--- src/sv/vkd_pkg.sv ---
// vkd_pkg: shared types and constants for the vt100 key sequence decoder
// holds item, result and job structs, key codes and parser phases
// no dependencies
`default_nettype none

package vkd_pkg;

	localparam int QueueDepth = 4;

	localparam logic FuncByte = 1'b0;
	localparam logic FuncGap  = 1'b1;

	localparam logic [4:0] KeyChar      = 5'd0;
	localparam logic [4:0] KeyEnter     = 5'd1;
	localparam logic [4:0] KeyBackspace = 5'd2;
	localparam logic [4:0] KeyEscape    = 5'd3;
	localparam logic [4:0] KeyUp        = 5'd4;
	localparam logic [4:0] KeyDown      = 5'd5;
	localparam logic [4:0] KeyRight     = 5'd6;
	localparam logic [4:0] KeyLeft      = 5'd7;
	localparam logic [4:0] KeyF1        = 5'd8;
	localparam logic [4:0] KeyF9        = 5'd16;
	localparam logic [4:0] KeyInsert    = 5'd20;
	localparam logic [4:0] KeyDelete    = 5'd21;
	localparam logic [4:0] KeyPgUp      = 5'd22;
	localparam logic [4:0] KeyPgDn      = 5'd23;
	localparam logic [4:0] KeyHome      = 5'd24;
	localparam logic [4:0] KeyEnd       = 5'd25;
	localparam logic [4:0] KeyUnsup     = 5'd26;

	typedef enum logic [3:0] {
		PH_IDLE    = 4'd0,
		PH_ESC     = 4'd1,
		PH_SS3     = 4'd2,
		PH_CSI     = 4'd3,
		PH_ONE     = 4'd4,
		PH_ONE_T   = 4'd5,
		PH_TWO     = 4'd6,
		PH_TWO_T   = 4'd7,
		PH_TILDE   = 4'd8
	} phase_t;

	typedef struct packed {
		logic       func;
		logic [7:0] byte_value;
	} in_item_t;

	typedef struct packed {
		logic [4:0] key_code;
		logic [7:0] char_byte;
		logic       last_of_run;
	} out_item_t;

	// escape_first: an escape result goes out ahead of key/chr
	typedef struct packed {
		logic       escape_first;
		logic [4:0] key;
		logic [7:0] chr;
	} job_t;

	typedef struct packed {
		logic empty;
		logic full;
	} q_status_t;

endpackage

`default_nettype wire

--- src/sv/vkd_front.sv ---
// vkd_front: byte parser, tracks the sequence phase and emits decode jobs
// depends on vkd_pkg
`default_nettype none

module vkd_front (
	input  wire logic             clk,
	input  wire logic             arst_n,
	input  wire logic             accept,
	input  wire vkd_pkg::in_item_t item,
	output vkd_pkg::job_t         job,
	output logic                  job_valid
);
	import vkd_pkg::*;

	localparam logic [7:0] ByteLf    = 8'h0a;
	localparam logic [7:0] ByteBs    = 8'h08;
	localparam logic [7:0] ByteDel   = 8'h7f;
	localparam logic [7:0] ByteEsc   = 8'h1b;
	localparam logic [7:0] ByteTilde = 8'h7e;
	localparam logic [7:0] ByteO     = 8'h4f;
	localparam logic [7:0] ByteLbr   = 8'h5b;
	localparam logic [7:0] ByteP     = 8'h50;
	localparam logic [7:0] ByteS     = 8'h53;
	localparam logic [7:0] ByteA     = 8'h41;
	localparam logic [7:0] ByteB     = 8'h42;
	localparam logic [7:0] ByteC     = 8'h43;
	localparam logic [7:0] ByteD     = 8'h44;
	localparam logic [7:0] ByteF     = 8'h46;
	localparam logic [7:0] ByteH     = 8'h48;
	localparam logic [7:0] Dig0      = 8'h30;
	localparam logic [7:0] Dig1      = 8'h31;
	localparam logic [7:0] Dig2      = 8'h32;
	localparam logic [7:0] Dig3      = 8'h33;
	localparam logic [7:0] Dig4      = 8'h34;
	localparam logic [7:0] Dig5      = 8'h35;
	localparam logic [7:0] Dig6      = 8'h36;
	localparam logic [7:0] Dig7      = 8'h37;
	localparam logic [7:0] Dig8      = 8'h38;
	localparam logic [7:0] Dig9      = 8'h39;

	phase_t     phase_q, phase_d;
	logic [7:0] held_q, held_d;
	logic [7:0] b;

	function automatic logic [4:0] one_key(input logic [7:0] d);
		logic [4:0] k;
		case (d)
			Dig1: k = KeyF1;
			Dig2: k = KeyF1 + 5'd1;
			Dig3: k = KeyF1 + 5'd2;
			Dig4: k = KeyF1 + 5'd3;
			Dig5: k = KeyF1 + 5'd4;
			Dig7: k = KeyF1 + 5'd5;
			Dig8: k = KeyF1 + 5'd6;
			Dig9: k = KeyF1 + 5'd7;
			default: k = KeyUnsup;
		endcase
		return k;
	endfunction

	function automatic logic [4:0] two_key(input logic [7:0] d);
		logic [4:0] k;
		case (d)
			Dig0: k = KeyF9;
			Dig1: k = KeyF9 + 5'd1;
			Dig3: k = KeyF9 + 5'd2;
			Dig4: k = KeyF9 + 5'd3;
			default: k = KeyUnsup;
		endcase
		return k;
	endfunction

	function automatic logic [4:0] tilde_key(input logic [7:0] d);
		logic [4:0] k;
		case (d)
			Dig3: k = KeyDelete;
			Dig5: k = KeyPgUp;
			Dig6: k = KeyPgDn;
			Dig7: k = KeyHome;
			Dig8: k = KeyEnd;
			default: k = KeyUnsup;
		endcase
		return k;
	endfunction

	assign b = item.byte_value;

	// next state
	always_comb begin
		phase_d = phase_q;
		held_d  = held_q;
		if (item.func == FuncGap) begin
			if (phase_q == PH_ESC) begin
				phase_d = PH_IDLE;
			end
		end else begin
			case (phase_q)
				PH_ESC: begin
					if (b == ByteO) begin
						phase_d = PH_SS3;
					end else if (b == ByteLbr) begin
						phase_d = PH_CSI;
					end else if (b == ByteEsc) begin
						phase_d = PH_ESC;
					end else begin
						phase_d = PH_IDLE;
					end
				end
				PH_CSI: begin
					case (b)
						Dig1: phase_d = PH_ONE;
						Dig2: phase_d = PH_TWO;
						Dig3, Dig5, Dig6, Dig7, Dig8: begin
							phase_d = PH_TILDE;
							held_d  = b;
						end
						default: phase_d = PH_IDLE;
					endcase
				end
				PH_ONE: begin
					held_d  = b;
					phase_d = PH_ONE_T;
				end
				PH_TWO: begin
					if (b == Dig0 || b == Dig1 || b == Dig3 || b == Dig4) begin
						held_d  = b;
						phase_d = PH_TWO_T;
					end else begin
						phase_d = PH_IDLE;
					end
				end
				PH_SS3, PH_ONE_T, PH_TWO_T, PH_TILDE: phase_d = PH_IDLE;
				default: phase_d = (b == ByteEsc) ? PH_ESC : PH_IDLE;
			endcase
		end
	end

	// job outputs
	always_comb begin
		job_valid        = 1'b0;
		job.escape_first = 1'b0;
		job.key          = KeyUnsup;
		job.chr          = 8'd0;
		if (item.func == FuncGap) begin
			if (phase_q == PH_ESC) begin
				job_valid = 1'b1;
				job.key   = KeyEscape;
			end
		end else begin
			case (phase_q)
				PH_ESC: begin
					if (b == ByteEsc) begin
						job_valid = 1'b1;
						job.key   = KeyEscape;
					end else if (b != ByteO && b != ByteLbr) begin
						job_valid        = 1'b1;
						job.escape_first = 1'b1;
						if (b == ByteLf) begin
							job.key = KeyEnter;
						end else if (b == ByteDel || b == ByteBs) begin
							job.key = KeyBackspace;
						end else begin
							job.key = KeyChar;
							job.chr = b;
						end
					end
				end
				PH_SS3: begin
					job_valid = 1'b1;
					if (b >= ByteP && b <= ByteS) begin
						job.key = KeyF1 + {3'd0, b[1:0]};
					end
				end
				PH_CSI: begin
					case (b)
						ByteA: begin job_valid = 1'b1; job.key = KeyUp;    end
						ByteB: begin job_valid = 1'b1; job.key = KeyDown;  end
						ByteC: begin job_valid = 1'b1; job.key = KeyRight; end
						ByteD: begin job_valid = 1'b1; job.key = KeyLeft;  end
						ByteF: begin job_valid = 1'b1; job.key = KeyEnd;   end
						ByteH: begin job_valid = 1'b1; job.key = KeyHome;  end
						Dig1, Dig2, Dig3, Dig5, Dig6, Dig7, Dig8: job_valid = 1'b0;
						default: job_valid = 1'b1;
					endcase
				end
				PH_ONE: job_valid = 1'b0;
				PH_ONE_T: begin
					job_valid = 1'b1;
					if (b == ByteTilde) begin
						job.key = one_key(held_q);
					end
				end
				PH_TWO: begin
					if (b == ByteTilde) begin
						job_valid = 1'b1;
						job.key   = KeyInsert;
					end else if (b == Dig0 || b == Dig1 || b == Dig3 || b == Dig4) begin
						job_valid = 1'b0;
					end else begin
						job_valid = 1'b1;
					end
				end
				PH_TWO_T: begin
					job_valid = 1'b1;
					if (b == ByteTilde) begin
						job.key = two_key(held_q);
					end
				end
				PH_TILDE: begin
					job_valid = 1'b1;
					if (b == ByteTilde) begin
						job.key = tilde_key(held_q);
					end
				end
				default: begin
					if (b == ByteLf) begin
						job_valid = 1'b1;
						job.key   = KeyEnter;
					end else if (b == ByteDel || b == ByteBs) begin
						job_valid = 1'b1;
						job.key   = KeyBackspace;
					end else if (b != ByteEsc) begin
						job_valid = 1'b1;
						job.key   = KeyChar;
						job.chr   = b;
					end
				end
			endcase
		end
	end

	always_ff @(posedge clk or negedge arst_n) begin
		if (!arst_n) begin
			phase_q <= PH_IDLE;
			held_q  <= 8'd0;
		end else if (accept) begin
			phase_q <= phase_d;
			held_q  <= held_d;
		end
	end

endmodule

`default_nettype wire

--- src/sv/vkd_queue.sv ---
// vkd_queue: short job queue between the parser and the result stage
// depends on vkd_pkg
`default_nettype none

module vkd_queue #(
	parameter int DEPTH = vkd_pkg::QueueDepth
) (
	input  wire logic           clk,
	input  wire logic           arst_n,
	input  wire logic           wr_en,
	input  wire vkd_pkg::job_t  wr_job,
	input  wire logic           rd_en,
	output vkd_pkg::job_t       rd_job,
	output vkd_pkg::q_status_t  status
);
	import vkd_pkg::*;

	localparam int PtrW = (DEPTH > 1) ? $clog2(DEPTH) : 1;
	localparam int CntW = $clog2(DEPTH + 1);
	localparam logic [PtrW-1:0] LastPtr = PtrW'(DEPTH - 1);
	localparam logic [CntW-1:0] FullCnt = CntW'(DEPTH);

	job_t            jobs_q [DEPTH];
	logic [PtrW-1:0] wr_ptr_q, rd_ptr_q;
	logic [CntW-1:0] count_q;
	logic            do_wr, do_rd;

	assign status.empty = (count_q == '0);
	assign status.full  = (count_q == FullCnt);
	assign do_wr        = wr_en && !status.full;
	assign do_rd        = rd_en && !status.empty;
	assign rd_job       = jobs_q[rd_ptr_q];

	always_ff @(posedge clk) begin
		if (do_wr) begin
			jobs_q[wr_ptr_q] <= wr_job;
		end
	end

	always_ff @(posedge clk or negedge arst_n) begin
		if (!arst_n) begin
			wr_ptr_q <= '0;
			rd_ptr_q <= '0;
			count_q  <= '0;
		end else begin
			if (do_wr) begin
				wr_ptr_q <= (wr_ptr_q == LastPtr) ? '0 : wr_ptr_q + 1'b1;
			end
			if (do_rd) begin
				rd_ptr_q <= (rd_ptr_q == LastPtr) ? '0 : rd_ptr_q + 1'b1;
			end
			if (do_wr && !do_rd) begin
				count_q <= count_q + 1'b1;
			end else if (do_rd && !do_wr) begin
				count_q <= count_q - 1'b1;
			end
		end
	end

endmodule

`default_nettype wire

--- src/sv/vkd_back.sv ---
// vkd_back: expands queued jobs into result beats and holds the output register
// depends on vkd_pkg
`default_nettype none

module vkd_back (
	input  wire logic               clk,
	input  wire logic               arst_n,
	input  wire vkd_pkg::job_t      job,
	input  wire vkd_pkg::q_status_t qstat,
	output logic                    job_done,
	input  wire logic               pop,
	output logic                    empty,
	output vkd_pkg::out_item_t      result
);
	import vkd_pkg::*;

	logic      out_valid_q;
	out_item_t out_q;
	logic      second_q;
	logic      load;
	logic      esc_beat;
	out_item_t nxt;

	assign load     = !qstat.empty && (!out_valid_q || pop);
	assign esc_beat = job.escape_first && !second_q;
	assign job_done = load && !esc_beat;

	always_comb begin
		if (esc_beat) begin
			nxt.key_code    = KeyEscape;
			nxt.char_byte   = 8'd0;
			nxt.last_of_run = 1'b0;
		end else begin
			nxt.key_code    = job.key;
			nxt.char_byte   = (job.key == KeyChar) ? job.chr : 8'd0;
			nxt.last_of_run = 1'b1;
		end
	end

	always_ff @(posedge clk or negedge arst_n) begin
		if (!arst_n) begin
			out_valid_q <= 1'b0;
			second_q    <= 1'b0;
		end else begin
			if (load) begin
				out_valid_q <= 1'b1;
				second_q    <= esc_beat;
			end else if (pop) begin
				out_valid_q <= 1'b0;
			end
		end
	end

	always_ff @(posedge clk) begin
		if (load) begin
			out_q <= nxt;
		end
	end

	assign empty  = !out_valid_q;
	assign result = out_q;

endmodule

`default_nettype wire

--- src/sv/vt100_key_sequence_decoder_core.sv ---
// vt100_key_sequence_decoder_core: top level of the vt100 key sequence decoder
// path: an accepted item's job is written to the job queue, then loaded into the output register
// throughput: one item per cycle while the queue is not full; an item that yields two results
// holds the result stage for both of its beats, absorbed by the job queue (QUEUE_DEPTH entries)
// reset: parser returns to idle with held digit zero, queue and output register empty
// depends on vkd_pkg, vkd_front, vkd_queue, vkd_back
`default_nettype none

module vt100_key_sequence_decoder_core #(
	parameter int QUEUE_DEPTH = vkd_pkg::QueueDepth
) (
	input  wire logic                clk,
	input  wire logic                arst_n,
	input  wire logic                push,
	output logic                     full,
	input  wire vkd_pkg::in_item_t   item,
	output logic                     empty,
	input  wire logic                pop,
	output vkd_pkg::out_item_t       result
);
	import vkd_pkg::*;

	logic      accept;
	job_t      front_job;
	logic      front_job_valid;
	job_t      head_job;
	q_status_t qstat;
	logic      job_done;

	assign full   = qstat.full;
	assign accept = push && !qstat.full;

	vkd_front u_front (
		.clk       (clk),
		.arst_n    (arst_n),
		.accept    (accept),
		.item      (item),
		.job       (front_job),
		.job_valid (front_job_valid)
	);

	vkd_queue #(
		.DEPTH (QUEUE_DEPTH)
	) u_queue (
		.clk    (clk),
		.arst_n (arst_n),
		.wr_en  (accept && front_job_valid),
		.wr_job (front_job),
		.rd_en  (job_done),
		.rd_job (head_job),
		.status (qstat)
	);

	vkd_back u_back (
		.clk      (clk),
		.arst_n   (arst_n),
		.job      (head_job),
		.qstat    (qstat),
		.job_done (job_done),
		.pop      (pop),
		.empty    (empty),
		.result   (result)
	);

	a_key_range: assert property (@(posedge clk) disable iff (!arst_n)
		!empty |-> result.key_code <= KeyUnsup)
		else $error("key code out of range");

	a_char_only_raw: assert property (@(posedge clk) disable iff (!arst_n)
		(!empty && result.char_byte != 8'd0) |-> result.key_code == KeyChar)
		else $error("char byte set on non-char key");

	a_first_is_escape: assert property (@(posedge clk) disable iff (!arst_n)
		(!empty && !result.last_of_run) |-> result.key_code == KeyEscape)
		else $error("leading beat of a pair is not escape");

	a_pair_follows: assert property (@(posedge clk) disable iff (!arst_n)
		(!empty && pop && !result.last_of_run) |=> !empty)
		else $error("second beat of a pair missing");

endmodule

`default_nettype wire
--- config.mk ---
export PLATFORM = sky130hd
export DESIGN_NAME = vt100_key_sequence_decoder_core
export DESIGN_NICKNAME = d
export VERILOG_FILES = /design/src/sv/vkd_pkg.sv /design/src/sv/vkd_front.sv /design/src/sv/vkd_queue.sv /design/src/sv/vkd_back.sv /design/src/sv/vt100_key_sequence_decoder_core.sv
export SDC_FILE = /design/constraint.sdc
export NUM_CORES = 1
export LEC_CHECK = 0
export BUFFER_PORTS_ARGS = -buffer_cell sky130_fd_sc_hd__buf_2
export CORE_MARGIN = 2
export CORE_UTILIZATION = 36
export CTS_CLUSTER_SIZE = 20
export DETAILED_ROUTE_END_ITERATION = 10
export GPL_TIMING_DRIVEN = 0
export PLACE_DENSITY = 0.55
export SLEW_MARGIN = 20
export SYNTH_ARGS = -nofsm -noshare
export SYNTH_HDL_FRONTEND = slang
export SYNTH_SLANG_ARGS = --single-unit
--- constraint.sdc ---
create_clock -name clk -period 3.2 [get_ports clk]
set_clock_uncertainty 0.05 [all_clocks]
set_input_delay 0.64 -clock clk [delete_from_list [all_inputs] [get_ports clk]]
set_output_delay 0.64 -clock clk [all_outputs]
set_load 0.01 [all_outputs]
==> run metrics <==
Clock transition at path regs=~60 ps; Worst Setup Path Type=reg -> reg; RSZ-0062 raised after global routing=true; leading area contributor after synthesis=edfxtp_1; Layout Nets=429; pwr dens=around 830 mW/mm2; Worst Path Required=3380 ps; Syn Area/Cell=around 13 um2; die extent in y=between 100 and 150 um; Crit Path Max Fanout=6; Yosys cell types=64; floorplan row count=between 40 and 50; met3 WL post-DR=between 400 and 500 um; Die ar.=~0.014 mm2; Max IR drop VDD=~0.33 mV; status=completed; area share of the largest cell type after synthesis=between 40% and 50%; CTS tree=yes; IO Count=29; CP peak stage delay=510 ps; DRT Wirelength=9690 um; CTS Hold Bufs=0; syn_nets=about 400; HP Class=in -> async; I/O Buffers=25; Max Slew Vio Count=0; initial core utilization=~37%; Synth warnings=0; Lkg Pwr=0.00194 uW; Worst Setup Slack, final=between 70 and 80 ps; Tmin final=~3100 ps; tightest slew margin relative to the limit=46.5%; Multi-input gate area=0.00193 mm2; CTS sink cnt=between 90 and 100; FMAX=around 320 MHz; sequential area share after synthesis=between 50% and 60%; fill cell count=between 1,000 and 1,500; initial antenna violation count=0; Crit. Startpoint=u_front.phase_q[1]; Syn Inst Count=~370; share of layout cells above drive strength 1=a little over a fifth; Synth Cell Area=0.00468 mm2; Pre-antenna DRT Iters=6; worst slew pin tran=approximately 800 ps; GRT Total Usage=between 10 and 15%; Iteration-0 DRC Markers=about 200; pre-CTS WS=-514 ps; post-route ant nets=0; routed length on met1=around 4400 um; Vias per Instance=around 5.3; ys flop type=edfxtp_1; Tot Pwr=~4400 uW; number of synthesized flops with an enable pin=70; antenna diode count=0; final hold vios=0; placed wire-length estimate=between 6000 and 7000 um; kind of end point of the critical path=flop; most frequent cells in the layout=edfxtp_1, buf_2, nor2_1; die width=between 100 and 150 um; H-Tree Depth=3; DR DRC count=0; total CTS buffers=9; Worst Path Arrival=around 3300 ps; synth-to-layout area growth=15.0%; core box area=0.0127 mm2; ys async rst share=roughly 23%; Critical Path End=u_queue.count_q[1]; via count=between 3,000 and 4,000; largest net degree at the start of global routing=22; first-pass GRT wire length=15,900 um; vias in the first global route=about 3,000; uppermost layer routed=met4; root buf cell=clkbuf_16; synth top area cells=edfxtp_1, dfrtp_1, mux4_2, mux2_1, nor2_1; clock buffer depth=2; wire per inst=approximately 17 um; worst path cell trace=nor3_2 > xnor2_1 > or4_4 > o21a_1 > nor3b_2 > buf_4 > ha_1 > inv_1 > fa_1 > mux2_2; GRT overflow=0; Critical Path Start Type=flop; clock latency on the worst-skew pair=about 340 ps; commonest non-fill, non-tap cell in the layout=edfxtp_1; worst r2r src=u_front.phase_q[1]; Slowest cell on crit path=or4_4; Setup Viol. Count Final=0; FF+latch count, synth=91; final worst-path cycle share=a little over nine tenths; met2 wire len=4700 um; FF-to-FF setup slack=around 73 ps; FF+latch area=~0.0026 mm2; placer congestion estimate=0.893; max_cap viols=0; path depth of the worst reg2reg path=10; FF-to-FF End=u_queue.count_q[1]
==> worst min-delay path by stage <==
stage | slack (ps) | cells after the start | from | to
6_report | 230 | 1 | arst_n | u_front.held_q[3]
5_1_grt | 260 | 1 | arst_n | u_front.held_q[4]
4_1_cts | 250 | 1 | arst_n | u_front.held_q[0]
3_5_place_dp | 430 | 1 | u_front.held_q[7] | u_front.held_q[7]
3_3_place_gp | 410 | 1 | u_back.second_q | u_back.second_q
2_1_floorplan | 290 | 0 | arst_n | u_back.out_valid_q
==> cells by family after synthesis <==
| group | Yosys count | share of synthesized area [%] |
|---|---|---|
| AO/OA/AOI/OAI | 62 | 9.12 |
| XOR/XNOR | 9 | 1.68 |
| adder cells (fa/ha/maj) | 7 | 2.03 |
| buffers and inverters | 34 | 3.13 |
| flip-flops | 91 | 56.2 |
| multiplexers | 29 | 10.3 |
| AND/OR/NAND/NOR | 137 | 17.6 |
==> power breakdown <==
| group | switching [uW] | total [uW] | internal [uW] |
|---|---|---|---|
| Sequential | 144 | 1770 | 1630 |
| Combinational | 920 | 1620 | 702 |
| Clock | 443 | 1050 | 609 |
| Total | 1510 | 4450 | 2940 |
==> critical path: cells and delay by family, from the launching register on <==
family                     cells  cell delay (ps)
DFF                            1              430
muxes                          1              270
and+or+nand+nor                3             1020
adders and majority gates      2              580
xor gates and xnor gates       1              220
buffers and inverters          2              240
AOI/OAI and AO/OA              1              210
==> metrics by stage <==
stage / instance area, um2 / hold WS [ps] / std cells / utilization [%] / setup TNS [ps]
final: 5380 / 232 / 586 / 42.4 / 0
after global routing: 5380 / 265 / 586 / 42.4 / -79.8
after CTS: 5340 / 247 / 584 / 42.1 / 0
after detailed placement: 5020 / 426 / 566 / 39.6 / -18700
after global placement: 5020 / 414 / 566 / 39.6 / -18600
after floorplan: 4680 / 294 / 369 / - / 0
==> per-layer routing <==
| metal | track usage [%] | vias up |
|---|---|---|
| li1 | - | 1480 |
| met1 | 18.9 | 1519 |
| met2 | 23.7 | 92 |
| met3 | 4.22 | 14 |
| met4 | 5.12 | 0 |
| met5 | 0 | - |
==> sequential cells by signal, indices dropped and copies added, names as in the netlist <==
register	cells
u_queue.jobs_q	56
u_back.result	14
u_front.held_q	8
u_front.phase_q	4
u_queue.count_q	3
u_queue.rd_ptr_q	2
u_queue.wr_ptr_q	2
u_back.out_valid_q	1
u_back.second_q	1
==> final cells by class <==
cell class	instances	area share [%]
plain buffers	19	1.72
clock buffers	9	4.19
clock inverters	7	1.37
well taps	172	4.00
flip-flops and latches	91	48.9
repair buffers	29	2.89
inverters	15	1.05
multi-input cells	244	35.9
==> timing repair <==
action	4_1_cts	5_1_grt
pin swaps	1	1
setup buffers	2	2
endpoints found under the setup margin	58	62
gates resized for setup	0	8
==> synth_stat cells (4+ instances only) <==
cell type and instances:
mux2_1 8, a21oi_1 17, nor2b_1 6, o21ai_0 9, edfxtp_1 70, and3_1 12, o21ai_1 5, nor3_1 13
dfrtp_1 21, nand2b_1 10, clkbuf_1 11, nand2_1 16, xnor2_1 4, o21a_1 5, a31oi_1 5, nor2_1 24
and2_1 14, ha_1 6, nor4_1 6, mux2_2 5, inv_1 13, nand3_1 7, xor2_1 5, mux4_2 14
No activity file was read; power rests on OpenSTA's default activity.
